## src/rtl/core/hpt_pkg.sv

```systemverilog
// ----------------------------------------------------------------------------
// hpt_pkg
// Shared types and constants for the homogeneous point transform pipeline.
// ----------------------------------------------------------------------------
package hpt_pkg;

  // exact row sum width: three 64-bit products plus a shifted translation
  localparam int SUM_W   = 66;
  // quotient bits kept by the divider, one pipeline stage per bit
  localparam int Q_W     = 32;
  localparam int N_PAIRS = 8;
  localparam int N_COEF  = 16;
  localparam int IDX_W   = 3;

  // identity matrix in Q16.16 after reset
  localparam logic [N_PAIRS-1:0][63:0] COEF_RESET = '{
    64'h0001_0000_0000_0000,  // pair 7
    64'h0000_0000_0000_0000,  // pair 6
    64'h0000_0000_0001_0000,  // pair 5
    64'h0000_0000_0000_0000,  // pair 4
    64'h0000_0000_0000_0000,  // pair 3
    64'h0001_0000_0000_0000,  // pair 2
    64'h0000_0000_0000_0000,  // pair 1
    64'h0000_0000_0001_0000   // pair 0
  };

  typedef struct packed {
    logic signed [31:0] pos_x;
    logic signed [31:0] pos_y;
    logic signed [31:0] pos_z;
  } in_t;

  typedef struct packed {
    logic signed [31:0] out_x;
    logic signed [31:0] out_y;
    logic signed [31:0] out_z;
    logic signed [31:0] out_w;
    logic               divided;
    logic               saturated;
  } out_t;

  // state carried through the divider stages
  typedef struct packed {
    logic                        valid;
    logic                        div;
    logic signed [SUM_W-1:0]     w;
    logic [SUM_W-1:0]            den;
    logic [2:0][SUM_W-1:0]       rem;
    logic [2:0][Q_W-1:0]         q;
    logic [2:0]                  neg;
    logic [2:0]                  ovf;
  } div_t;

endpackage

```

## src/rtl/core/hpt_sum.sv

```systemverilog
// ----------------------------------------------------------------------------
// hpt_sum
// Row sums, then w, magnitudes and quotient overflow check for the divider.
// ----------------------------------------------------------------------------
module hpt_sum #(
  parameter int FRAC_BITS = 16
) (
  input  logic                   clk,
  input  logic                   rst,
  input  logic                   en,
  input  logic                   prod_valid,
  input  logic [2:0][3:0][63:0]  prod,
  input  logic [15:0][31:0]      coef,
  output hpt_pkg::div_t          div_out
);

  localparam int SW  = hpt_pkg::SUM_W;
  localparam int QW  = hpt_pkg::Q_W;
  localparam int XW  = SW + QW;

  logic                       sum_valid;
  logic [3:0][SW-1:0]         sum;
  logic [3:0][SW-1:0]         sum_next;
  logic signed [SW-1:0]       w_val;
  logic [SW-1:0]              w_mag;
  logic                       w_neg;
  logic                       w_nz;
  logic [2:0][SW-1:0]         s_mag;
  logic [2:0]                 s_neg;
  logic [XW-1:0]              den_x;
  hpt_pkg::div_t              div_next;

  // exact row sums in Q34.32
  always_comb begin
    for (int r = 0; r < 4; r++) begin
      sum_next[r] = SW'($signed(prod[0][r])) + SW'($signed(prod[1][r]))
                  + SW'($signed(prod[2][r]))
                  + (SW'($signed(coef[12+r])) <<< FRAC_BITS);
    end
  end

  always_ff @(posedge clk) begin
    if (rst) begin
      sum_valid <= 1'b0;
    end else if (en) begin
      sum_valid <= prod_valid;
    end
  end

  always_ff @(posedge clk) begin
    if (en) begin
      sum <= sum_next;
    end
  end

  // w and its magnitude
  assign w_val = $signed(sum[3]) >>> FRAC_BITS;
  assign w_neg = w_val[SW-1];
  assign w_nz  = |w_val;
  assign w_mag = w_neg ? SW'(-w_val) : SW'(w_val);
  assign den_x = {w_mag, {QW{1'b0}}};

  // divider setup; without a divide the raw sum rides through unchanged
  always_comb begin
    div_next       = '0;
    div_next.valid = sum_valid;
    div_next.div   = w_nz;
    div_next.w     = w_val;
    div_next.den   = w_nz ? w_mag : '0;
    for (int r = 0; r < 3; r++) begin
      s_neg[r] = sum[r][SW-1];
      s_mag[r] = s_neg[r] ? SW'(-$signed(sum[r])) : sum[r];
      div_next.rem[r] = w_nz ? s_mag[r] : sum[r];
      div_next.neg[r] = s_neg[r] ^ w_neg;
      div_next.ovf[r] = w_nz && (XW'(s_mag[r]) >= den_x);
    end
  end

  always_ff @(posedge clk) begin
    if (rst) begin
      div_out.valid <= 1'b0;
    end else if (en) begin
      div_out <= div_next;
    end
  end

endmodule

```

## config.mk

```make
export PLATFORM = sky130hd
export DESIGN_NAME = hpt_sum
export DESIGN_NICKNAME = d
export VERILOG_FILES = /design/src/rtl/core/hpt_pkg.sv /design/src/rtl/core/hpt_sum.sv
export SDC_FILE = /design/constraint.sdc
export NUM_CORES = 2
export LEC_CHECK = 0
export BUFFER_PORTS_ARGS = -buffer_cell sky130_fd_sc_hd__buf_4
export CORE_AREA = 2 2 662 664
export DETAILED_ROUTE_END_ITERATION = 6
export DIE_AREA = 0 0 664 666
export PLACE_DENSITY = 0.36
export SYNTH_ARGS = -nofsm -noshare
export SYNTH_HDL_FRONTEND = slang
export SYNTH_SLANG_ARGS = --single-unit
export TNS_END_PERCENT = 30
```

## constraint.sdc

```tcl
create_clock -name clk -period 18.4 [get_ports clk]
set_input_delay 1.84 -clock clk [delete_from_list [all_inputs] [get_ports clk]]
set_output_delay 1.84 -clock clk [all_outputs]
set_load 0.01 [all_outputs]
```

Word level (Yosys, flattened, before mapping)
Cells that the tools add are included.

Add/subtract/negate cells: 16. Multiplexer cells: 7. Magnitude comparators: 3. Reduce and logical (&&, ||, !) cells: 5. Bitwise logic cells: 4.

Operators with widths (count): $mux 66 (7); $ge 66x98->1 (3); $add 65x64->66 (4); $add 66x48->66 (4); $add 64x64->65 (4); $neg 66->66 (3); $neg 50->66 (1); $reduce_or 50->1 (1); $logic_and 1x1->1 (3); $xor 1x1->1 (3); $reduce_and 2->1 (1); $not 1->1 (1).

Input port bits: 1284. Output and inout bits: 434. Bits in registers: 587. Word-level logic and storage cells: 49.

Longest topological paths before layout
Depth after elaboration: 4. Depth in mapped cells: 25. Mapped depth without buffers: 23.

Worst setup path before layout
OpenSTA, ideal clock, no wires.

Kind: input to register. Start: input rst. End: register div_out[0] (netlist bit), enable pin. Arrival time: 16.022 ns. Setup time: 1.054 ns. Required time: 17.346 ns. Path slack: 1.324 ns. Buffers on the path: 0. Stages on the path: 1. Path through: nor2b_1.

Word-level cells in the longest chain between the ends: 2.

Ends and longest elaborated chain: start, declared (RTL line hpt_sum.sv:9) `input logic rst,`; $not 1->1 (no line); $reduce_and 2->1 (no line); end signal, assigned (RTL line hpt_sum.sv:83) `div_out <= div_next;`; end, declared (RTL line hpt_sum.sv:14) `output hpt_pkg::div_t div_out`.

Every way passes these cells. A chain may end at the register's enable or synchronous reset.

==> metrics.txt <==
RSZ-0062 raised after global routing no; CTS tree built; worst-case reg-to-reg path depth 23; r2r setup slk 10.73 ns; Routed Antenna Nets 0; Critical path origin sum[66]; Switching Power 5.50 mW; CP Capture Type flip-flop; Post-Syn Area 0.0525 mm²; area grow syn2layout 36.1%; Setup Viol. Count Final 0; Net Sw Frac 48.8%; worst hold path stage count 2; Post-Route WL 335,000 µm; die width 664 µm; Slew Limit Headroom 19.3%; met2 GRT Util 23.3%; CTS root buffer clkbuf_16; layer with the highest usage met2; GPL Wtd Cong 1.03; Final Hold Fails 0; largest cells by area after synthesis edfxtp_1, fa_1, ha_1; vias in the first global route 45,800; drt wl/cell 28.0 µm; Overflow after GRT 0; initial core utilization 12.0%; top-area cell type share of the netlist area 32.6%; WP data arrival 8.28 ns; Pwr per Cell Area 158 mW/mm²; GRT Total Usage 14.6%; CTS Sinks 571; iteration count of the initial detailed-routing pass 6; Setup Buffers After CTS 0; most frequent cell after synthesis edfxtp_1; met1 global-route usage 18.8%; Worst Setup Path Type flip-flop to flip-flop; Post-synth EDFFs 569; drt initial violations 3,205; standard-cell rows 243; Hold Path End sum_valid; Ports 1,718; final setup TNS 0 ns; input/output buffers 1,237; worst clock skew 0.0586 ns; vias per cell 3.73; remaining routing DRC violations 0; Via Count 44,500; asr flop ratio synth 0%; f_max 130 MHz; yosys warns 0; Post-Syn Area per Cell 10.8 µm²; Net count, final 8,214; Bufs on Longest Clock Path 4; clock share of power 15.6%; Worst VDD drop 0.0825 mV; Lkg Pwr 27.7 nW; Synth cell types 88; CTS Hold Bufs 0; worst-path fanout max 8; top_reg_cell synth edfxtp_1; htree depth 3; antenna violations before repair 143; share of layout cells above drive strength 1 24.3%; die area 0.442 mm²; hold path startpoint sum_valid; first-pass GRT wire length 434,000 µm; Synth area leader edfxtp_1; hold crit path type flip-flop to flip-flop; grt met3 use 4.36%; Cells after Synth 4,847; CORE AREA 0.436 mm²; Tmin final 7.67 ns; max-slew violations 0; register bit count reported by yosys 571; Sequential Power Share 25.1%; Clk pin slew, worst setup/hold paths 0.06 ns; Design Power 11.3 mW; die height 666 µm; terminus of the critical flop-to-flop path div_out[1]; fin crit share 41.7%; Worst EP required 19.01 ns; sequential area share after synthesis 32.6%; Synth top cells by count edfxtp_1, fa_1, xnor2_1, ha_1, nand2_1; CP Launch Type flip-flop; Comb pwr share 59.3%; origin of the critical flop-to-flop path sum[66]; post-detail-place hpwl 289,000 µm; status completed; number of CTS-inserted buffers 89; Placed Area 0.0684 mm²; Pint 5.78 mW; maximum number of pins on one net before global-route repair 61; max-cap violations 0; worst slew pin tran 1.21 ns; final instance area 0.0714 mm²; hold slack 0.515 ns; # resized after CTS 0; clock latency on the worst-skew pair 0.83 ns
==> cells in the final DEF, fill, tap and decap left out, types with 24 or more instances in the layout <==
| master | synthesis | final |
|---|---|---|
| nor3_1 | 85 | 85 |
| nor2_1 | 260 | 258 |
| nor2b_1 | 42 | 40 |
| o21bai_1 | 41 | 41 |
| fa_1 | 454 | 454 |
| and3_1 | 31 | 31 |
| or4_1 | 41 | 41 |
| nand3_1 | 72 | 72 |
| clkbuf_16 | 0 | 90 |
| and2_1 | 24 | 24 |
| xnor2_1 | 421 | 421 |
| inv_1 | 125 | 125 |
| o21ai_0 | 243 | 243 |
| a211oi_1 | 35 | 35 |
| buf_4 | 112 | 1300 |
| conb_1 | 1 | 112 |
| nand2_1 | 344 | 344 |
| o21a_1 | 26 | 26 |
| o31ai_1 | 93 | 93 |
| ha_1 | 420 | 420 |
| a21o_1 | 193 | 193 |
| a31oi_1 | 43 | 43 |
| o41ai_1 | 26 | 26 |
| nand2b_1 | 34 | 34 |
| a21oi_1 | 298 | 298 |
| xor2_1 | 167 | 167 |
| diode_2 | 0 | 59 |
| nand4_1 | 105 | 105 |
| nor4_1 | 42 | 41 |
| or3_1 | 63 | 63 |
| edfxtp_1 | 569 | 569 |
==> critical path, stage by stage (launching register included) <==
cell	delay (ns)
edfxtp_1	0.47
inv_1	0.12
ha_1	0.23
or3b_2	0.51
nor4_2	0.53
nand4_1	0.42
nor2_1	0.19
nand2_1	0.22
or3_1	0.56
or3_1	0.50
or2_2	0.41
o31ai_1	0.25
xnor2_1	0.11
ha_1	0.30
nand4_1	0.09
nor2_1	0.34
nand4_1	0.12
nor4_1	0.57
nand2_1	0.25
a221oi_1	0.29
o2111ai_1	0.22
a2111oi_0	0.35
nand4b_1	0.21
a21oi_1	0.20
==> registers in the layout (all words and copies together) (netlist names) <==
signal	flops
div_out	322
sum	195
div_next	50
s_neg	3
sum_valid	1
==> final cells by class <==
cell class | instances | area (µm²)
Clock inverter | 58 | 616
Multi-Input combinational cell | 3967 | 33800
Timing Repair Buffer | 1301 | 9770
Clock buffer | 100 | 2290
Inverter | 126 | 473
Sequential cell | 571 | 17100
Fill cell | 48800 | 365000
Antenna cell | 59 | 148
Tap cell | 5757 | 7200
==> power by group through the flow <==
stage          clock network (mW)  logic, mW  registers [mW]
3_3_place_gp                    0       6.91            2.86
3_5_place_dp                    0       6.89            2.85
4_1_cts                      1.84       6.94            2.84
6_report                     1.76       6.69            2.83
5_1_grt                      1.87       7.43            2.90
2_1_floorplan                   0       3.75            2.62
==> metrics by stage <==
step	cells	setup WS [ns]	utilization, %
CTS	11900	10.61	16.3
global route	11900	10.20	16.4
global placement	11700	10.70	15.7
floorplan	4958	1.32	-
finish	11900	10.73	16.4
detailed placement	11700	10.64	15.7
==> cells by family after synthesis <==
family / after synthesis / share of synthesized area (%)
other: 1 / 0.00715
buffers and inverters: 420 / 3.87
muxes: 13 / 0.260
DFF: 571 / 32.6
AOI/OAI and AO/OA: 1165 / 14.4
and+or+nand+nor: 1215 / 11.6
adders and majority gates: 874 / 27.3
xor gates and xnor gates: 588 / 9.81
==> routing by layer <==
metal | up-vias | part of all wire (%)
li1 | 20100 | -
met1 | 22300 | 43
met2 | 1736 | 45
met3 | 377 | 8.2
met4 | 44 | 3.4
met5 | - | 0.085
==> worst max path at each step <==
stage	to	slack, ns	depth (start not counted)
detailed placement	div_out[1]	10.64	23
CTS	div_out[1]	10.61	23
finish	div_out[1]	10.73	23
global route	div_out[1]	10.20	23
global placement	div_out[1]	10.70	23
floorplan	div_out[0]	1.32	1
(Power assumes the default switching activity.)
