<file path="src/rtl/core/hpt_pkg.sv">
// ----------------------------------------------------------------------------
// hpt_pkg
// Shared types and constants for the homogeneous point transform pipeline.
// ----------------------------------------------------------------------------
package hpt_pkg;

  // exact row sum width: three 64-bit products plus a shifted translation
  localparam int SUM_W   = 66;
  // quotient bits kept by the divider, one pipeline stage per bit
  localparam int Q_W     = 32;
  localparam int N_PAIRS = 8;
  localparam int N_COEF  = 16;
  localparam int IDX_W   = 3;

  // identity matrix in Q16.16 after reset
  localparam logic [N_PAIRS-1:0][63:0] COEF_RESET = '{
    64'h0001_0000_0000_0000,  // pair 7
    64'h0000_0000_0000_0000,  // pair 6
    64'h0000_0000_0001_0000,  // pair 5
    64'h0000_0000_0000_0000,  // pair 4
    64'h0000_0000_0000_0000,  // pair 3
    64'h0001_0000_0000_0000,  // pair 2
    64'h0000_0000_0000_0000,  // pair 1
    64'h0000_0000_0001_0000   // pair 0
  };

  typedef struct packed {
    logic signed [31:0] pos_x;
    logic signed [31:0] pos_y;
    logic signed [31:0] pos_z;
  } in_t;

  typedef struct packed {
    logic signed [31:0] out_x;
    logic signed [31:0] out_y;
    logic signed [31:0] out_z;
    logic signed [31:0] out_w;
    logic               divided;
    logic               saturated;
  } out_t;

  // state carried through the divider stages
  typedef struct packed {
    logic                        valid;
    logic                        div;
    logic signed [SUM_W-1:0]     w;
    logic [SUM_W-1:0]            den;
    logic [2:0][SUM_W-1:0]       rem;
    logic [2:0][Q_W-1:0]         q;
    logic [2:0]                  neg;
    logic [2:0]                  ovf;
  } div_t;

endpackage

</file>
<file path="src/rtl/core/hpt_div_step.sv">
// ----------------------------------------------------------------------------
// hpt_div_step
// One restoring division stage: resolves one quotient bit in all three lanes.
// ----------------------------------------------------------------------------
module hpt_div_step #(
  parameter int BIT = 0
) (
  input  logic           clk,
  input  logic           rst,
  input  logic           en,
  input  hpt_pkg::div_t  div_in,
  output hpt_pkg::div_t  div_out
);

  localparam int SW = hpt_pkg::SUM_W;
  localparam int XW = hpt_pkg::SUM_W + hpt_pkg::Q_W;

  logic [XW-1:0]  den_x;
  logic [2:0][XW-1:0] rem_x;
  logic [2:0][XW-1:0] diff;
  logic [2:0]     take;
  hpt_pkg::div_t  div_next;

  assign den_x = XW'(div_in.den) << BIT;

  // compare and subtract the shifted divisor
  always_comb begin
    div_next = div_in;
    for (int r = 0; r < 3; r++) begin
      rem_x[r] = XW'(div_in.rem[r]);
      diff[r]  = rem_x[r] - den_x;
      take[r]  = rem_x[r] >= den_x;
      if (take[r]) begin
        div_next.rem[r] = diff[r][SW-1:0];
      end
      div_next.q[r][BIT] = take[r];
    end
  end

  always_ff @(posedge clk) begin
    if (rst) begin
      div_out.valid <= 1'b0;
    end else if (en) begin
      div_out <= div_next;
    end
  end

endmodule

</file>
<file path="config.mk">
export PLATFORM = sky130hd
export DESIGN_NAME = hpt_div_step
export DESIGN_NICKNAME = d
export VERILOG_FILES = /design/src/rtl/core/hpt_pkg.sv /design/src/rtl/core/hpt_div_step.sv
export SDC_FILE = /design/constraint.sdc
export NUM_CORES = 1
export LEC_CHECK = 0
export BUFFER_PORTS_ARGS = -buffer_cell sky130_fd_sc_hd__buf_2
export CORE_AREA = 2 2 334 336
export DETAILED_ROUTE_END_ITERATION = 8
export DIE_AREA = 0 0 336 338
export PLACE_DENSITY = 0.43
export SLEW_MARGIN = 20
export SYNTH_ARGS = -nofsm -noshare
export SYNTH_HDL_FRONTEND = slang
export SYNTH_SLANG_ARGS = --single-unit
export TNS_END_PERCENT = 1
</file>
<file path="constraint.sdc">
create_clock -name clk -period 22.6 [get_ports clk]
set_clock_uncertainty 0.2 [all_clocks]
set_input_delay 2.26 -clock clk [delete_from_list [all_inputs] [get_ports clk]]
set_output_delay 2.26 -clock clk [all_outputs]
set_load 0.1 [all_outputs]
</file>
Yosys cells after proc, flatten, opt, wreduce, memory -nomap -nowiden --
Index checks and enable logic that the tools add are counted.
Storage, ports and cells: register bits after elaboration 434, input port bits 437, word-level logic and storage cells 23
Cells by class: add/sub/neg operators 3, $lt $le $gt $ge 3, multiplexer cells 3, bitwise gates (word level) 1, reductions and logical operators 1
Operators with widths (number):
- $ge A66 B66 Y1 | 3
- $mux W66 | 3
- $sub A66 B66 Y66 | 3
- $reduce_and A2 Y1 | 1
- $not A1 Y1 | 1

Longest topological paths before layout --
Gate-level depths: netlist of the first run.
word-level depth 2, mapped depth 18

Least setup slack after synthesis of the first run --
Ideal clock, no wire load.
kind input-to-reg, from input port rst, to register div_out[0] (netlist name) (enable), library setup time 1297 ps, data arrival time 21375 ps, required time 21103 ps, slack -273 ps, stages 1, path through nor2b_1
On the way: word-level cells in the longest chain between the ends 2
RTL lines:
- from (decl) | line hpt_div_step.sv:9 | input logic rst,
- $not A1 Y1 (no line)
- $reduce_and A2 Y1 (no line)
- to (signal assigned) | line hpt_div_step.sv:44 | div_out <= div_next;
- to (decl) | line hpt_div_step.sv:12 | output hpt_pkg::div_t div_out
No other way between the ends. A chain may end at the register's enable or synchronous reset.

==> summary.txt, run 1 <==
Worst hold path
  – Hold-critical path endpoint: div_out[433]$_SDFFE_PP0P_
  – HP Class: reg -> reg
  – Hold Path Depth: 2
  – Hold wc startpoint: div_out[433]$_SDFFE_PP0P_

Logic synthesis
  – Top_reg_cell synth: edfxtp_1
  – Synth cell types: 79
  – Post-synthesis sequential area ratio: 0.478
  – Asr flop ratio synth: 0
  – Synth Area in XOR/XNOR: 0.0568
  – Synth Area in Compound Gates: 0.185
  – Largest family of logic cells by synthesized area: compound AO/OA/AOI/OAI gates
  – Mapped Avg Cell Area: 10.3 um2
  – Gate Count Post-Synth: 2,635
  – Synth Warn #: 0
  – EDFF count, synth: 433
  – Post-Synth Adder-Cell Area: 0.0930
  – Post-synth top area cell: edfxtp_1
  – Post-Syn Area: 0.0273 mm2
  – Post-synth top area share: 0.477
  – Synthesis-stage register bit count: 434
  – Simple-Gate Fraction of Synth Area: 0.112
  – Multiplexer share of the synthesized area: 0.0345
  – Synth top area cells: edfxtp_1 48%, ha_1 9.1%, a21oi_1 6.5%
  – Syn Nets: 3,273

Clock tree
  – H-tree depth: 2
  – Clock root buffer master: clkbuf_16
  – CTS sink count: 434
  – CTS max path bufs: 3
  – Clock Latency Late Sink: 0.65 ns
  – # Post-CTS Setup Buffers: 0
  – Reg clk slew, reported paths: 0.06 ns
  – Post-CTS Hold Fix Bufs: 0
  – Total CTS buffers: 58
  – Post-CTS resize count: 0
  – CTS tree: done

Setup path
  – Critical Path AT: 8.01 ns
  – Critical path type: in -> reg
  – Reg2reg end: div_out[433]$_SDFFE_PP0P_
  – Worst Reg-to-Reg Cells: 2
  – Crit Path Max Fanout: 61
  – Worst path slowest cell: a2111oi_2
  – CP Launch Type: input pin
  – RR Startpoint: div_out[433]$_SDFFE_PP0P_
  – Required @ worst endpoint: 22.81 ns
  – Worst-path cell chain: buf_2 -> inv_1 -> ha_1 -> nand2_1 -> o21ai_1 -> a21oi_1 -> o41a_1 -> a2111oi_2 -> nor3b_1 -> o21ai_2 -> o21a_2 -> a41o_4 -> buf_4 -> mux2_2
  – Slowest stage delay, CP: 0.84 ns
  – R2R Setup Slk: 21.82 ns
  – Critical Path End Type: flop

GRT
  – GRT Overall Usage: 0.219
  – Vias in the first global route: 24.5k
  – Global route overflow: 0
  – Initial antenna violation count: 35
  – First-pass GRT wire length: 178,000 um
  – Largest net degree at the start of global routing: 81

Floorplanning
  – Initial core utilization: 0.248
  – Die width: 336 um
  – Die Footprint: 0.114 mm2
  – DIE HEIGHT: 338 um
  – Core Region: 0.110 mm2
  – Ports: 871
  – Std-Cell Rows: 122

Place
  – Pre-CTS WS: 14.34 ns
  – Placed cells: 4,879
  – Buffers on Ports: 867
  – Detailed placement HPWL: 109,000 um
  – Routability cong.: 0.904
  – Placed cell areas: 0.0330 mm2

STA
  – Hold Slack: 0.305 ns
  – Max-slew violations: 0
  – Final Hold Fails: 0
  – Slew headroom: 0.276
  – Final setup fails: 0
  – Unrepaired setup endpoints after global routing: no
  – Max frequency: 128 MHz
  – Setup tns final: 0 ns
  – Actual slew at the worst max-slew pin: 1.06 ns
  – Final Cycle Share: 0.345
  – Minimum clock period: 7.81 ns
  – Final Worst Setup Slack: 14.79 ns

Pwr
  – Sw Share: 0.414
  – Seq pwr share: 0.324
  – Power per cell area: 87.5 mW/mm2
  – Lkg Pwr: 14.6 nW
  – Sw power: 1.27 mW
  – Clock Power Share: 0.312
  – Combinational power share: 0.364
  – VDD IR max: 0.0551 mV
  – Int Pwr: 1.80 mW
  – Total power: 3.07 mW

Cells and area
  – Leading cell type in the layout, fill and taps excluded: buf_2
  – Biggest register: div_out
  – Top Registers: div_out (434)
  – Final net count: 4,089
  – Non-Filler Instances: 5,001
  – Max reg flops: 434
  – Post-Layout Inst Area: 0.0350 mm2
  – Share of cells above drive strength 1: 0.302
  – Util after Layout: 0.318
  – Commonest non-fill, non-tap cells in the layout: 867 x buf_2, 433 x edfxtp_1, 354 x a21oi_1
  – Area Overhead vs Synth: 28.4%

Job
  – Max-cap viol count: 0

Route
  – Drt first pass iters: 5
  – Iter 0 DRT Violations: 1,536
  – Routed WL per cell: 26.0 um
  – Vias per cell: 4.84
  – WL final: 130,000 um
  – Residual DRC count: 0
  – Via Count: 24.2k
  – Final antenna-violating net count: 0

Outcome
  – Result of the run: finished, final reports clean
-- final cells by class --
class / count / area (um2)
fillers: 11700 / 75000
multi-input cells: 1931 / 13200
flip-flops and latches: 434 / 13000
repair buffers: 881 / 4440
well taps: 1488 / 1860
clock buffers: 77 / 1560
inverters: 145 / 544
clock inverters: 29 / 390
diodes: 16 / 40.0
-- metal layers --
layer,vias up,share of wire,global-route usage
met2,723,0.48,0.377
li1,11500,-,-
met4,38,0.038,0.0753
met5,-,0.0018,0
met1,11700,0.40,0.254
met3,189,0.081,0.0725
-- power by group through the flow --
stage | sequential, mW | clock [mW] | combinational (mW)
after global routing | 0.999 | 1.02 | 1.18
after CTS | 0.995 | 0.993 | 1.12
after detailed placement | 1.01 | 0 | 1.12
after global placement | 1.01 | 0 | 1.12
final | 0.993 | 0.958 | 1.11
after floorplan | 1.49 | 0 | 0.377
-- cell usage after synthesis (71+ instances only) --
| cell type | n |
|---|---|
| a21oi_1 | 354 |
| a21o_1 | 82 |
| clkbuf_1 | 93 |
| o21ai_0 | 136 |
| xnor2_1 | 106 |
| edfxtp_1 | 433 |
| xor2_1 | 71 |
| nand4_1 | 75 |
| inv_1 | 143 |
| nor2_1 | 209 |
| ha_1 | 198 |
| nand2_1 | 172 |
-- how the worst max path moves through the flow --
| stage | cells past startpoint | start | to |
|---|---|---|---|
| finish | 14 | div_in[305] | div_out[235]$_DFFE_PP_ |
| global route | 14 | div_in[306] | div_out[240]$_DFFE_PP_ |
| CTS | 14 | div_in[305] | div_out[235]$_DFFE_PP_ |
| detailed placement | 14 | div_in[306] | div_out[235]$_DFFE_PP_ |
| global placement | 17 | div_in[300] | div_out[125]$_DFFE_PP_ |
| floorplan | 1 | en | div_out[0]$_DFFE_PP_ |
-- worst max-delay path: cells and delay by family --
family / cells / cell delay [ns]
compound gates: 7 / 3.72
fa+ha+maj: 1 / 0.38
mux: 1 / 0.41
simple gates: 2 / 0.24
buf+inv: 3 / 0.87
-- cell families (layout without fill, tap and decap cells) --
logic type / after synthesis / after routing
AO/OA/AOI/OAI: 824 / 824
other: 0 / 16
AND/OR/NAND/NOR: 645 / 645
buffers and inverters: 270 / 1132
XOR/XNOR: 177 / 177
adder cells (fa/ha/maj): 201 / 201
multiplexers: 84 / 84
flip-flops: 434 / 434
Power figures use the tool's default switching activity.
==> run 2, diff against run 1 <==
--- a/config.mk
+++ b/config.mk
@@ -9,7 +9,7 @@
 export CORE_AREA = 2 2 334 336
 export DETAILED_ROUTE_END_ITERATION = 8
 export DIE_AREA = 0 0 336 338
-export PLACE_DENSITY = 0.43
+export PLACE_DENSITY = 0.42
 export SLEW_MARGIN = 20
 export SYNTH_ARGS = -nofsm -noshare
 export SYNTH_HDL_FRONTEND = slang
==> constraint.sdc (replaced) <==
create_clock -name clk -period 7.8 [get_ports clk]
set_clock_uncertainty 0.2 [all_clocks]
set_input_delay 0.78 -clock clk [delete_from_list [all_inputs] [get_ports clk]]
set_output_delay 0.78 -clock clk [all_outputs]
set_load 0.1 [all_outputs]
==> run 2 against run 1 <==
Against the previous run:
- sequential share of layout area is essentially flat
- sequential cell count is the same
- power grew to 2.9 times the previous value
- sequential power grew to 2.9 times the previous value
- design area is essentially flat
- non-clock buffer count grew 1
- routed wire length shrank 0.27%
- critical path depth is the same
- final cell count shrank 0.30%
- critical endpoint is now div_out[289]$_DFFE_PP_
- largest cell class unchanged
==> summary.txt, run 2 (same netlist as run 1, synthesis figures left out) <==
Worst hold path
  – HP Class: in -> reg

Route
  – Iter 0 DRT Violations: 1,751
  – Drt first pass iters: 7
  – Vias per cell: 4.84
  – Residual DRC count: 0
  – Via Count: 24.1k
  – Final antenna-violating net count: 0
  – WL final: 130,000 um
  – Routed WL per cell: 26.0 um

Floorplanning
  – Die Footprint: 0.114 mm2
  – DIE HEIGHT: 338 um
  – Std-Cell Rows: 122
  – Ports: 871
  – Initial core utilization: 0.248
  – Die width: 336 um
  – Core Region: 0.110 mm2

Clock tree
  – CTS tree: done
  – Post-CTS Hold Fix Bufs: 0
  – Total CTS buffers: 55
  – CTS sink count: 434
  – Post-CTS resize count: 0
  – Reg clk slew, reported paths: 0.06 ns
  – Clock root buffer master: clkbuf_16
  – Clock Latency Late Sink: 0.64 ns
  – H-tree depth: 2
  – CTS max path bufs: 3
  – # Post-CTS Setup Buffers: 0

STA
  – Max frequency: 181 MHz
  – Final setup fails: 0
  – Max-slew violations: 0
  – Final Hold Fails: 0
  – Slew headroom: 0.260
  – Actual slew at the worst max-slew pin: 1.11 ns
  – Minimum clock period: 5.53 ns
  – Final Worst Setup Slack: 2.27 ns
  – Unrepaired setup endpoints after global routing: no
  – Final Cycle Share: 0.710

Cells and area
  – Max reg flops: 434
  – Area Overhead vs Synth: 28.5%
  – Util after Layout: 0.318
  – Leading cell type in the layout, fill and taps excluded: buf_2
  – Biggest register: div_out
  – Share of cells above drive strength 1: 0.301
  – Top Registers: div_out (434)
  – Commonest non-fill, non-tap cells in the layout: 867 x buf_2, 433 x edfxtp_1, 354 x a21oi_1
  – Post-Layout Inst Area: 0.0350 mm2
  – Final net count: 4,087

Setup path
  – Worst-path cell chain: buf_2 -> inv_1 -> ha_1 -> nand4_1 -> a21oi_1 -> o21ai_0 -> a2111oi_0 -> buf_4 -> o2111ai_1 -> a21oi_1 -> nor2_1 -> o41ai_1 -> xnor2_1 -> a21oi_1
  – Crit Path Max Fanout: 4
  – CP Launch Type: input pin
  – Crit-path most repeated cell: a21oi_1
  – Critical Path End Type: flop
  – R2R Setup Slk: 7.01 ns
  – Critical Path AT: 5.74 ns
  – Slowest stage delay, CP: 0.91 ns
  – Critical path's top delay family: compound AO/OA/AOI/OAI gates
  – Buffers and inverters on the worst path: 3
  – Required @ worst endpoint: 8.00 ns
  – Critical path type: in -> reg
  – Worst path slowest cell: a21oi_1

Place
  – Detailed placement HPWL: 108,000 um
  – Placed cell areas: 0.0331 mm2
  – Pre-CTS WS: 1.60 ns
  – Buffers on Ports: 867
  – Routability cong.: 0.883

GRT
  – First-pass GRT wire length: 177,000 um
  – Initial antenna violation count: 34
  – Global route overflow: 0
  – Vias in the first global route: 24.0k
  – Largest net degree at the start of global routing: 139
  – GRT Overall Usage: 0.218

Outcome
  – Result of the run: finished, final reports clean

Pwr
  – Lkg Pwr: 14.7 nW
  – Total power: 8.91 mW
  – Power per cell area: 254 mW/mm2
  – VDD IR max: 0.154 mV

Job
  – Max-cap viol count: 0
## run 2: path summary, 6_finish.rpt
path,depth (start not counted),from,end
worst min-delay path,1,div_in[47],div_out[47]$_DFFE_PP_
worst max-delay path,14,div_in[303],div_out[289]$_DFFE_PP_
worst max register to register,2,div_out[433]$_SDFFE_PP0P_,div_out[433]$_SDFFE_PP0P_
worst min register to register,2,div_out[433]$_SDFFE_PP0P_,div_out[433]$_SDFFE_PP0P_
## run 2: report_power, final
part           internal, mW  switching [mW]  leakage, nW
registers              2.82          0.0581         4.09
clock network          1.66            1.14        0.927
logic                 0.742            2.49         9.66
## run 2: stage by stage
step	std cells	hold WS [ns]	setup TNS, ns
6_report	4986	0.0927	0
3_5_place_dp	4880	0.298	0
3_3_place_gp	4880	0.291	0
4_1_cts	4981	0.0270	0
5_1_grt	4983	0.0509	0
2_1_floorplan	2635	0.652	-34.67
## run 2: worst register-to-register path: stages, from the launching register on
cell,delay (ns)
dfxtp_1,0.31
mux2i_1,0.12
nor2_1,0.05
## run 2: area by class of cell
class	count	area, um2
multi-input cells	1931	13200
clock buffers	72	1460
well taps	1488	1860
flip-flops and latches	434	13000
clock inverters	29	465
fillers	11700	75000
repair buffers	882	4510
inverters	145	544
diodes	5	12.5
## run 2: layer usage
metal,GRT usage,vias to the layer above,wire (um)
met5,0,-,241
met4,0.0773,36,4660
met3,0.0595,179,9360
met2,0.378,766,62900
met1,0.259,11600,52700
li1,-,11500,-
