## config.mk

```make
export PLATFORM = sky130hd
export DESIGN_NAME = hpt_out
export DESIGN_NICKNAME = d
export VERILOG_FILES = /design/src/rtl/core/hpt_pkg.sv /design/src/rtl/core/hpt_out.sv
export SDC_FILE = /design/constraint.sdc
export NUM_CORES = 1
export LEC_CHECK = 0
export BUFFER_PORTS_ARGS = -buffer_cell sky130_fd_sc_hd__buf_2
export CAP_MARGIN = 10
export CORE_AREA = 2 2 222 224
export CTS_CLUSTER_SIZE = 24
export DETAILED_ROUTE_END_ITERATION = 10
export DIE_AREA = 0 0 224 226
export PLACE_DENSITY = 0.61
export SLEW_MARGIN = 0
export SYNTH_ARGS = -nofsm -noshare
export SYNTH_HDL_FRONTEND = slang
export SYNTH_SLANG_ARGS = --single-unit
```

## constraint.sdc

```tcl
create_clock -name clk -period 15.3 [get_ports clk]
set_input_delay 1.53 -clock clk [delete_from_list [all_inputs] [get_ports clk]]
set_output_delay 1.53 -clock clk [all_outputs]
set_load 0.05 [all_outputs]
```

## src/rtl/core/hpt_pkg.sv

```systemverilog
// ----------------------------------------------------------------------------
// hpt_pkg
// Shared types and constants for the homogeneous point transform pipeline.
// ----------------------------------------------------------------------------
package hpt_pkg;

  // exact row sum width: three 64-bit products plus a shifted translation
  localparam int SUM_W   = 66;
  // quotient bits kept by the divider, one pipeline stage per bit
  localparam int Q_W     = 32;
  localparam int N_PAIRS = 8;
  localparam int N_COEF  = 16;
  localparam int IDX_W   = 3;

  // identity matrix in Q16.16 after reset
  localparam logic [N_PAIRS-1:0][63:0] COEF_RESET = '{
    64'h0001_0000_0000_0000,  // pair 7
    64'h0000_0000_0000_0000,  // pair 6
    64'h0000_0000_0001_0000,  // pair 5
    64'h0000_0000_0000_0000,  // pair 4
    64'h0000_0000_0000_0000,  // pair 3
    64'h0001_0000_0000_0000,  // pair 2
    64'h0000_0000_0000_0000,  // pair 1
    64'h0000_0000_0001_0000   // pair 0
  };

  typedef struct packed {
    logic signed [31:0] pos_x;
    logic signed [31:0] pos_y;
    logic signed [31:0] pos_z;
  } in_t;

  typedef struct packed {
    logic signed [31:0] out_x;
    logic signed [31:0] out_y;
    logic signed [31:0] out_z;
    logic signed [31:0] out_w;
    logic               divided;
    logic               saturated;
  } out_t;

  // state carried through the divider stages
  typedef struct packed {
    logic                        valid;
    logic                        div;
    logic signed [SUM_W-1:0]     w;
    logic [SUM_W-1:0]            den;
    logic [2:0][SUM_W-1:0]       rem;
    logic [2:0][Q_W-1:0]         q;
    logic [2:0]                  neg;
    logic [2:0]                  ovf;
  } div_t;

endpackage

```

## src/rtl/core/hpt_out.sv

```systemverilog
// ----------------------------------------------------------------------------
// hpt_out
// Sign fix-up and saturation, then output register with a skid stage.
// ----------------------------------------------------------------------------
module hpt_out #(
  parameter int FRAC_BITS = 16
) (
  input  logic           clk,
  input  logic           rst,
  input  hpt_pkg::div_t  div_in,
  output logic           en,
  output logic           out_valid,
  input  logic           out_stall,
  output hpt_pkg::out_t  out_data,
  output logic           skid_valid
);

  localparam int SW = hpt_pkg::SUM_W;
  localparam int QW = hpt_pkg::Q_W;

  localparam logic [31:0] MAX32 = 32'h7FFF_FFFF;
  localparam logic [31:0] MIN32 = 32'h8000_0000;

  logic [2:0][31:0]     lane;
  logic [2:0]           lane_sat;
  logic signed [SW-1:0] shifted;
  logic [31:0]          w_res;
  logic                 w_sat;
  hpt_pkg::out_t        res;
  hpt_pkg::out_t        skid;

  // clamp a wide signed value to 32 bits
  function automatic logic [32:0] clamp(input logic [SW-1:0] v);
    logic ok;
    ok = (&v[SW-1:31]) | ~(|v[SW-1:31]);
    if (ok) begin
      clamp = {1'b0, v[31:0]};
    end else if (v[SW-1]) begin
      clamp = {1'b1, MIN32};
    end else begin
      clamp = {1'b1, MAX32};
    end
  endfunction

  // per lane result: signed quotient or shifted sum
  always_comb begin
    for (int r = 0; r < 3; r++) begin
      shifted = $signed(div_in.rem[r]) >>> FRAC_BITS;
      if (!div_in.div) begin
        {lane_sat[r], lane[r]} = clamp(shifted);
      end else if (div_in.ovf[r]) begin
        lane_sat[r] = 1'b1;
        lane[r]     = div_in.neg[r] ? MIN32 : MAX32;
      end else if (div_in.neg[r]) begin
        lane_sat[r] = div_in.q[r] > MIN32;
        lane[r]     = lane_sat[r] ? MIN32 : 32'(-div_in.q[r]);
      end else begin
        lane_sat[r] = div_in.q[r][QW-1];
        lane[r]     = lane_sat[r] ? MAX32 : div_in.q[r];
      end
    end
    {w_sat, w_res} = clamp(div_in.w);
    res.out_x     = lane[0];
    res.out_y     = lane[1];
    res.out_z     = lane[2];
    res.out_w     = w_res;
    res.divided   = div_in.div;
    res.saturated = (|lane_sat) | w_sat;
  end

  // pipeline moves while the skid stage is free
  assign en = !skid_valid;

  // output register and skid stage
  always_ff @(posedge clk) begin
    if (rst) begin
      out_valid  <= 1'b0;
      skid_valid <= 1'b0;
    end else if (out_valid && out_stall) begin
      if (en && div_in.valid) begin
        skid       <= res;
        skid_valid <= 1'b1;
      end
    end else if (skid_valid) begin
      out_data   <= skid;
      out_valid  <= 1'b1;
      skid_valid <= 1'b0;
    end else begin
      out_data  <= res;
      out_valid <= div_in.valid;
    end
  end

endmodule

```

* After elaboration in Yosys (flattened, before gate mapping)
Cells that the tools add are included.
W data, S select, Z words.
** Cells by class
- $add $sub $neg :: 3
- Magnitude comparators :: 3
- Multiplexer cells :: 37
- Bitwise logic cells :: 11
- Reduce and logical (&&, ||, !) cells :: 15
** Operators with widths (number)
- $mux W32 :: 19
- $mux W33 :: 4
- $mux W130 :: 1
- $gt A32 B32 Y1 const B :: 3
- $neg A32 Y32 :: 3
- $mux W31 :: 3
- $reduce_and A19 Y1 :: 3
- $reduce_or A19 Y1 :: 3
- $reduce_and A35 Y1 :: 1
- $reduce_or A35 Y1 :: 1
- $mux W1 :: 10
- $not A1 Y1 :: 6
- $or A1 B1 Y1 :: 5
- $reduce_and A3 Y1 :: 1
- $reduce_or A3 Y1 :: 1
- $logic_and A1 B1 Y1 :: 2
- $reduce_and A2 Y1 :: 1
- $reduce_or A2 Y1 :: 1
- $logic_not A1 Y1 :: 1
** Word-level totals
- Register bits :: 262
- Bits of input ports :: 437
- Output and inout port bits :: 133
- Word-level logic and storage cells :: 83

* Logic depth before layout (Yosys ltp)
Gate-level depths: netlist (run 1).
- Depth after elaboration :: 8
- Mapped depth :: 10
- Mapped depth without buffers :: 8

* Worst setup path before layout (run 1)
No wires, ideal clock.
- Kind :: input port to flip-flop
- Start point :: input port out_stall
- End point :: register skid[0] (netlist name) (enable)
- Library setup time :: 983 ps
- Arrival time :: 14916 ps
- Data required time :: 14317 ps
- Path slack :: -598 ps
- Stages on the path :: 2
- Buffers on the path :: 0
- Cell sequence :: nand2_1 > nor4b_1
** On the way
- Cells in the longest elaborated chain, start to end :: 2
** RTL lines
- start: declaration :: RTL line hpt_out.sv:13 : input logic out_stall,
- $logic_and A1 B1 Y1 :: RTL line hpt_out.sv:79 : end else if (out_valid && out_stall) begin
- $reduce_and A3 Y1 (no source line)
- end signal: assignment :: RTL line hpt_out.sv:81 : skid <= res;
- end: declaration :: RTL line hpt_out.sv:30 : hpt_pkg::out_t skid;
Every way passes these cells.
A chain may end at the register's enable or synchronous reset.

==> results of run 1 <==
-- synth_stat cells, drive strengths merged, types with 16 or more instances --
cell type | instances | share of area, %
a21o | 36 | 1.8
nor4 | 54 | 2.3
buf | 16 | 0.54
mux2 | 69 | 5.2
clkbuf | 78 | 2.0
nand2 | 98 | 2.5
xnor2 | 19 | 1.1
nand4 | 36 | 1.5
nor3 | 48 | 1.6
edfxtp | 260 | 52
o31ai | 49 | 2.5
or4 | 19 | 0.98
or3 | 38 | 1.6
inv | 31 | 0.78
o21ai | 61 | 2.0
a31oi | 26 | 1.1
a21oi | 123 | 4.1
nand3 | 31 | 1.0
nor2 | 122 | 3.1
-- per-stage QoR --
step           worst slack, ps  std cells  power [uW]  util [%]
2_1_floorplan             5930       1434        1080         -
3_3_place_gp             10600       2437        1210      37.0
3_5_place_dp             10630       2437        1210      37.0
4_1_cts                  11240       2490        1970      39.1
5_1_grt                  11000       2495        2020      39.1
6_report                 11140       2501        1940      39.2
-- sequential cells by signal (all words and copies together), names as in the netlist --
| name | cells |
|---|---|
| out_data | 130 |
| skid | 130 |
| out_valid | 1 |
| skid_valid | 1 |
-- kinds of logic (layout without fill, tap and decap cells) --
family | count (synthesis) | after routing | synth area share, %
other cells | 0 | 11 | 0
mux | 73 | 73 | 5.47
compound gates | 439 | 439 | 19.7
xor+xnor | 30 | 30 | 1.75
simple gates | 501 | 501 | 17.2
flops | 262 | 262 | 52.3
fa+ha+maj | 3 | 3 | 0.250
buf+inv | 126 | 560 | 3.30
-- critical path, stage by stage --
cell and delay, ps:
buf_2 130, inv_1 60, ha_1 190, nor3b_1 780, and4_1 440, a31oi_1 400, or3b_2 570, a31oi_1 300
mux2_2 210
-- path summary, 6_finish.rpt --
path | cells after the start | to
worst max-delay path | 9 | out_data[109]$_DFFE_PP_
worst min-delay path | 2 | out_data[112]$_DFFE_PP_
worst min register to register | 2 | out_data[112]$_DFFE_PP_
worst max register to register | 3 | out_data[10]$_DFFE_PP_
-- report_power, final --
part / switching [uW] / internal (uW) / leakage (uW) / total (uW)
Combinational: 242 / 108 / 0.00409 / 350
Sequential: 9.62 / 835 / 0.00245 / 845
Clock: 297 / 450 / 0.000480 / 747
-- per-layer routing --
metal,share of wire [%],up-vias,global-route usage (%)
met2,47,639,33.8
met4,2.3,10,5.48
li1,-,6533,-
met3,8.4,81,4.25
met5,0.11,-,0
met1,42,6741,26.1
-- final cells by class --
class	instances	share of cell area, %
repair buffers	475	12.8
well taps	622	4.11
flip-flops and latches	262	41.5
diodes	11	0.145
clock inverters	18	1.38
inverters	32	0.641
clock buffers	35	3.95
multi-input cells	1046	35.5
==> reports/results.tsv, run 1 <==
metric	value	unit
GP Congestion	0.933	
H-tree levels	1	
VDD IR max	78.9	uV
PostCTS Resize Cnt	0	
Placed Area	17900	sq um
fill count	4801	
final setup fails	0	
die area	50600	sq um
Synth Warn #	0	
critical-path maximum fanout	9	
drt initial violations	1123	
Fin. Hold Viols	0	
reg2reg setup slack	12680	ps
multi-input combinational cell area	6710	sq um
vias per inst	5.60	
clock sink total	262	
Max clock buf depth	3	
Initial Util	31.0	%
hold path start	skid[112]$_DFFE_PP_	
most frequent cells in the layout	buf_2, edfxtp_1, nor2_1, a21oi_1, nand2_1	
Final min period	4160	ps
cell area after synthesis	15000	sq um
Final Cell Area	18900	sq um
hold slack	518	ps
power per cell area	103	nW/um^2
syn_area_per_cell	10.5	sq um
Site Rows	81	
worst path arrival time	4600	ps
layout cells sized above 1	33.2	%
Core Area	48300	sq um
initial antenna violation count	16	
Cells after Synth	1434	
Worst Path Required	15750	ps
Syn Nets	1874	
worst skew pair latency	570	ps
final worst-path cycle share	27.2	%
Final Max Slew Viols	0	
GRT overflow	0	
final setup skew	14.8	ps
startpoint class of the critical path	input port	
cell leakage power	0.00703	uW
Worst Tran Pin Value	1080	ps
vias in the first global route	13500	
Setup TNS Final	0	ps
Die Ht	226	um
Post-synth EDFFs	260	
sequential cell area	7850	sq um
CTS tree	built	
status	finished clean	
Routed WL	53000	um
fraction of registers with async set/reset	0	%
Antenna Violating Nets Remaining	0	
count of different cell masters after synthesis	78	
worst r2r src	out_valid$_SDFFE_PP0N_	
max_cap viols	0	
TritonCTS Buffers	29	
flops & latches, synth	262	
Setup CP Type	in -> reg	
commonest non-fill, non-tap cell in the layout	buf_2	
placed wire-length estimate	38500	um
post-CTS setup buffers	0	
Hold WC Path Type	reg -> reg	
fmax	241	MHz
Layout Nets	2286	
drc violations	0	
first-pass GRT wire length	79300	um
RSZ-0062 raised after global routing	no	
post-synthesis sequential area ratio	52.3	%
drt wl/cell	21.2	um
Layout area overhead	26.1	%
Root Driver	clkbuf_16	
die width	224	um
largest net degree at the start of global routing	101	
worst setup path start	div_in[6]	
GRT Resource Usage Total	20.1	%
Worst setup EP type	register	
dominant synthesized flop cell	edfxtp_1	
hold-fix buffer count after cts	0	
relative max-transition margin	28.1	%
port bufs	455	
DR pass1 iterations	5	
Top Ports	570	
routed via count	14000	
CTS clk-pin slew, worst paths	70	ps
(Power assumes the default switching activity.)
==> run 2, diff against run 1 <==
--- a/config.mk
+++ b/config.mk
@@ -5,13 +5,14 @@
 export SDC_FILE = /design/constraint.sdc
 export NUM_CORES = 1
 export LEC_CHECK = 0
+export ABC_AREA = 1
 export BUFFER_PORTS_ARGS = -buffer_cell sky130_fd_sc_hd__buf_2
 export CAP_MARGIN = 10
-export CORE_AREA = 2 2 222 224
+export CORE_AREA = 2 2 223 225
 export CTS_CLUSTER_SIZE = 24
 export DETAILED_ROUTE_END_ITERATION = 10
-export DIE_AREA = 0 0 224 226
-export PLACE_DENSITY = 0.61
+export DIE_AREA = 0 0 225 227
+export PLACE_DENSITY = 0.64
 export SLEW_MARGIN = 0
 export SYNTH_ARGS = -nofsm -noshare
 export SYNTH_HDL_FRONTEND = slang
==> constraint.sdc (replaced) <==
create_clock -name clk -period 3.6 [get_ports clk]
set_input_delay 0.36 -clock clk [delete_from_list [all_inputs] [get_ports clk]]
set_output_delay 0.36 -clock clk [all_outputs]
set_load 0.05 [all_outputs]
==> reports/results.tsv, run 2 <==
metric	value	unit
post-CTS setup buffers	0	
CP max stage cell	buf_4	
Synth Warn #	0	
placed wire-length estimate	40000	um
Routed WL	55000	um
multi-input combinational cell area	7570	sq um
worst r2r src	out_valid$_SDFFE_PP0N_	
Hold WC Path Type	in -> reg	
Syn Nets	2502	
Setup CP Type	reg -> out	
Antenna Violating Nets Remaining	0	
Worst Hold End	skid[12]$_DFFE_PP_	
worst path arrival time	2060	ps
port bufs	455	
GRT overflow	0	
critical-path maximum fanout	54	
final setup skew	14.6	ps
reg2reg setup slack	1580	ps
Die Ht	227	um
startpoint class of the critical path	register	
drt initial violations	1222	
most frequent cells in the layout	nand2_1, buf_2, edfxtp_1, nor2_1, inv_1	
most numerous cell in the Yosys netlist	nand2_1	
Placed Cells	3068	
relative max-transition margin	36.5	%
power per cell area	405	nW/um^2
Synth area leaders	edfxtp_1, nand2_1, nor2_1	
Critical R2R Capture	skid[84]$_DFFE_PP_	
syn_area_per_cell	7.99	sq um
drt wl/cell	17.6	um
sequential cell area	7850	sq um
Layout Nets	2920	
Worst Tran Pin Value	951	ps
Setup TNS Final	0	ps
Cells after Synth	2062	
Hold Path Depth	3	
Fin. Hold Viols	0	
Crit path largest cell delay	560	ps
Post-synth top cells	nand2_1, edfxtp_1, nor2_1	
Worst setup EP type	primary output	
Final min period	2420	ps
GP Congestion	0.925	
Final Max Slew Viols	0	
VDD IR max	364	uV
fmax	414	MHz
post-synthesis sequential area ratio	47.6	%
Post-synth EDFFs	260	
count of different cell masters after synthesis	52	
final worst-path cycle share	67.1	%
CP top delay family	buffers and inverters	
PostCTS Resize Cnt	0	
Max clock buf depth	3	
flops & latches, synth	262	
R2R depth	4	
vias per inst	5.02	
CTS clk-pin slew, worst paths	60	ps
DR pass1 iterations	5	
biggest regs	out_data: 130 flops, skid: 130 flops	
fraction of registers with async set/reset	0	%
commonest non-fill, non-tap cell in the layout	nand2_1	
initial antenna violation count	3	
layout cells sized above 1	24.6	%
max_cap viols	0	
TritonCTS Buffers	30	
largest net degree at the start of global routing	131	
Core Area	48500	sq um
die area	51100	sq um
H-tree levels	1	
hold path start	div_in[376]	
GRT Resource Usage Total	20.8	%
cell taking the most area after synthesis	edfxtp_1	
vias in the first global route	15200	
Root Driver	clkbuf_16	
first-pass GRT wire length	83600	um
hold-fix buffer count after cts	2	
worst skew pair latency	590	ps
drc violations	0	
worst path cell trace	inv_6, buf_4, buf_2	
hold slack	53.1	ps
RSZ-0062 raised after global routing	no	
final setup fails	0	
cell area after synthesis	16500	sq um
die width	225	um
Final Non-Filler Cells	3128	
area share of the largest cell type after synthesis	47.4	%
dominant synthesized flop cell	edfxtp_1	
status	finished clean	
Top Ports	570	
routed via count	15700	
CTS tree	built	
cell leakage power	0.00876	uW
Site Rows	81	
CP bufs+invs	3	
Layout area overhead	22.9	%
clock sink total	262	
Initial Util	33.9	%
fill count	4973	
Worst Path Required	3240	ps
-- run 2: cell type report --
type / instances / share of cell area (%)
Tap cell: 622 / 3.84
Clock buffer: 35 / 3.80
Antenna cell: 2 / 0.0247
Sequential cell: 262 / 38.8
Timing Repair Buffer: 477 / 12.2
Inverter: 160 / 2.99
Multi-Input combinational cell: 1549 / 37.4
Clock inverter: 21 / 0.958
-- run 2: layer usage --
metal,share of wire (%),track usage (%)
met5,0.045,0
met4,2.7,6.24
met3,8.1,4.36
met2,45,33.6
met1,44,28.1
-- run 2: worst max-delay path by stage --
stage	from	endpoint	slack (ps)	depth (start not counted)
after floorplan	skid_valid$_SDFFE_PP0P_	skid[0]$_DFFE_PP_	90	6
after global placement	div_in[299]	skid[44]$_DFFE_PP_	920	9
after detailed placement	div_in[38]	out_data[90]$_DFFE_PP_	930	15
after CTS	skid_valid$_SDFFE_PP0P_	en	1110	3
after global routing	skid_valid$_SDFFE_PP0P_	en	1070	3
final	skid_valid$_SDFFE_PP0P_	en	1180	3
-- run 2: cell families after synthesis --
family                   count (synthesis)  share of synthesized area (%)
XOR/XNOR                                66                           3.51
buffers and inverters                  251                           6.56
adder cells (fa/ha/maj)                  3                          0.228
AO/OA/AOI/OAI                          287                           10.5
AND/OR/NAND/NOR                       1193                           31.6
flip-flops                             262                           47.6
-- run 2: power breakdown --
part / internal [uW] / switching, uW / total, uW
Sequential: 3550 / 43.7 / 3590
Combinational: 454 / 1130 / 1580
Clock: 1680 / 1340 / 3030
-- run 2: stage by stage --
step,util [%],power (uW),worst slack (ps),area [sq um]
after floorplan,-,4670,85.7,16500
after global placement,39.7,5220,923,19300
after detailed placement,39.7,5240,925,19300
after CTS,41.7,8300,1110,20200
after global routing,41.7,8540,1070,20200
final,41.7,8200,1180,20300
-- run 2: tightest hold or removal path: stages --
cell,delay [ps]
buf_2,80
nand2_1,60
nand2_1,50
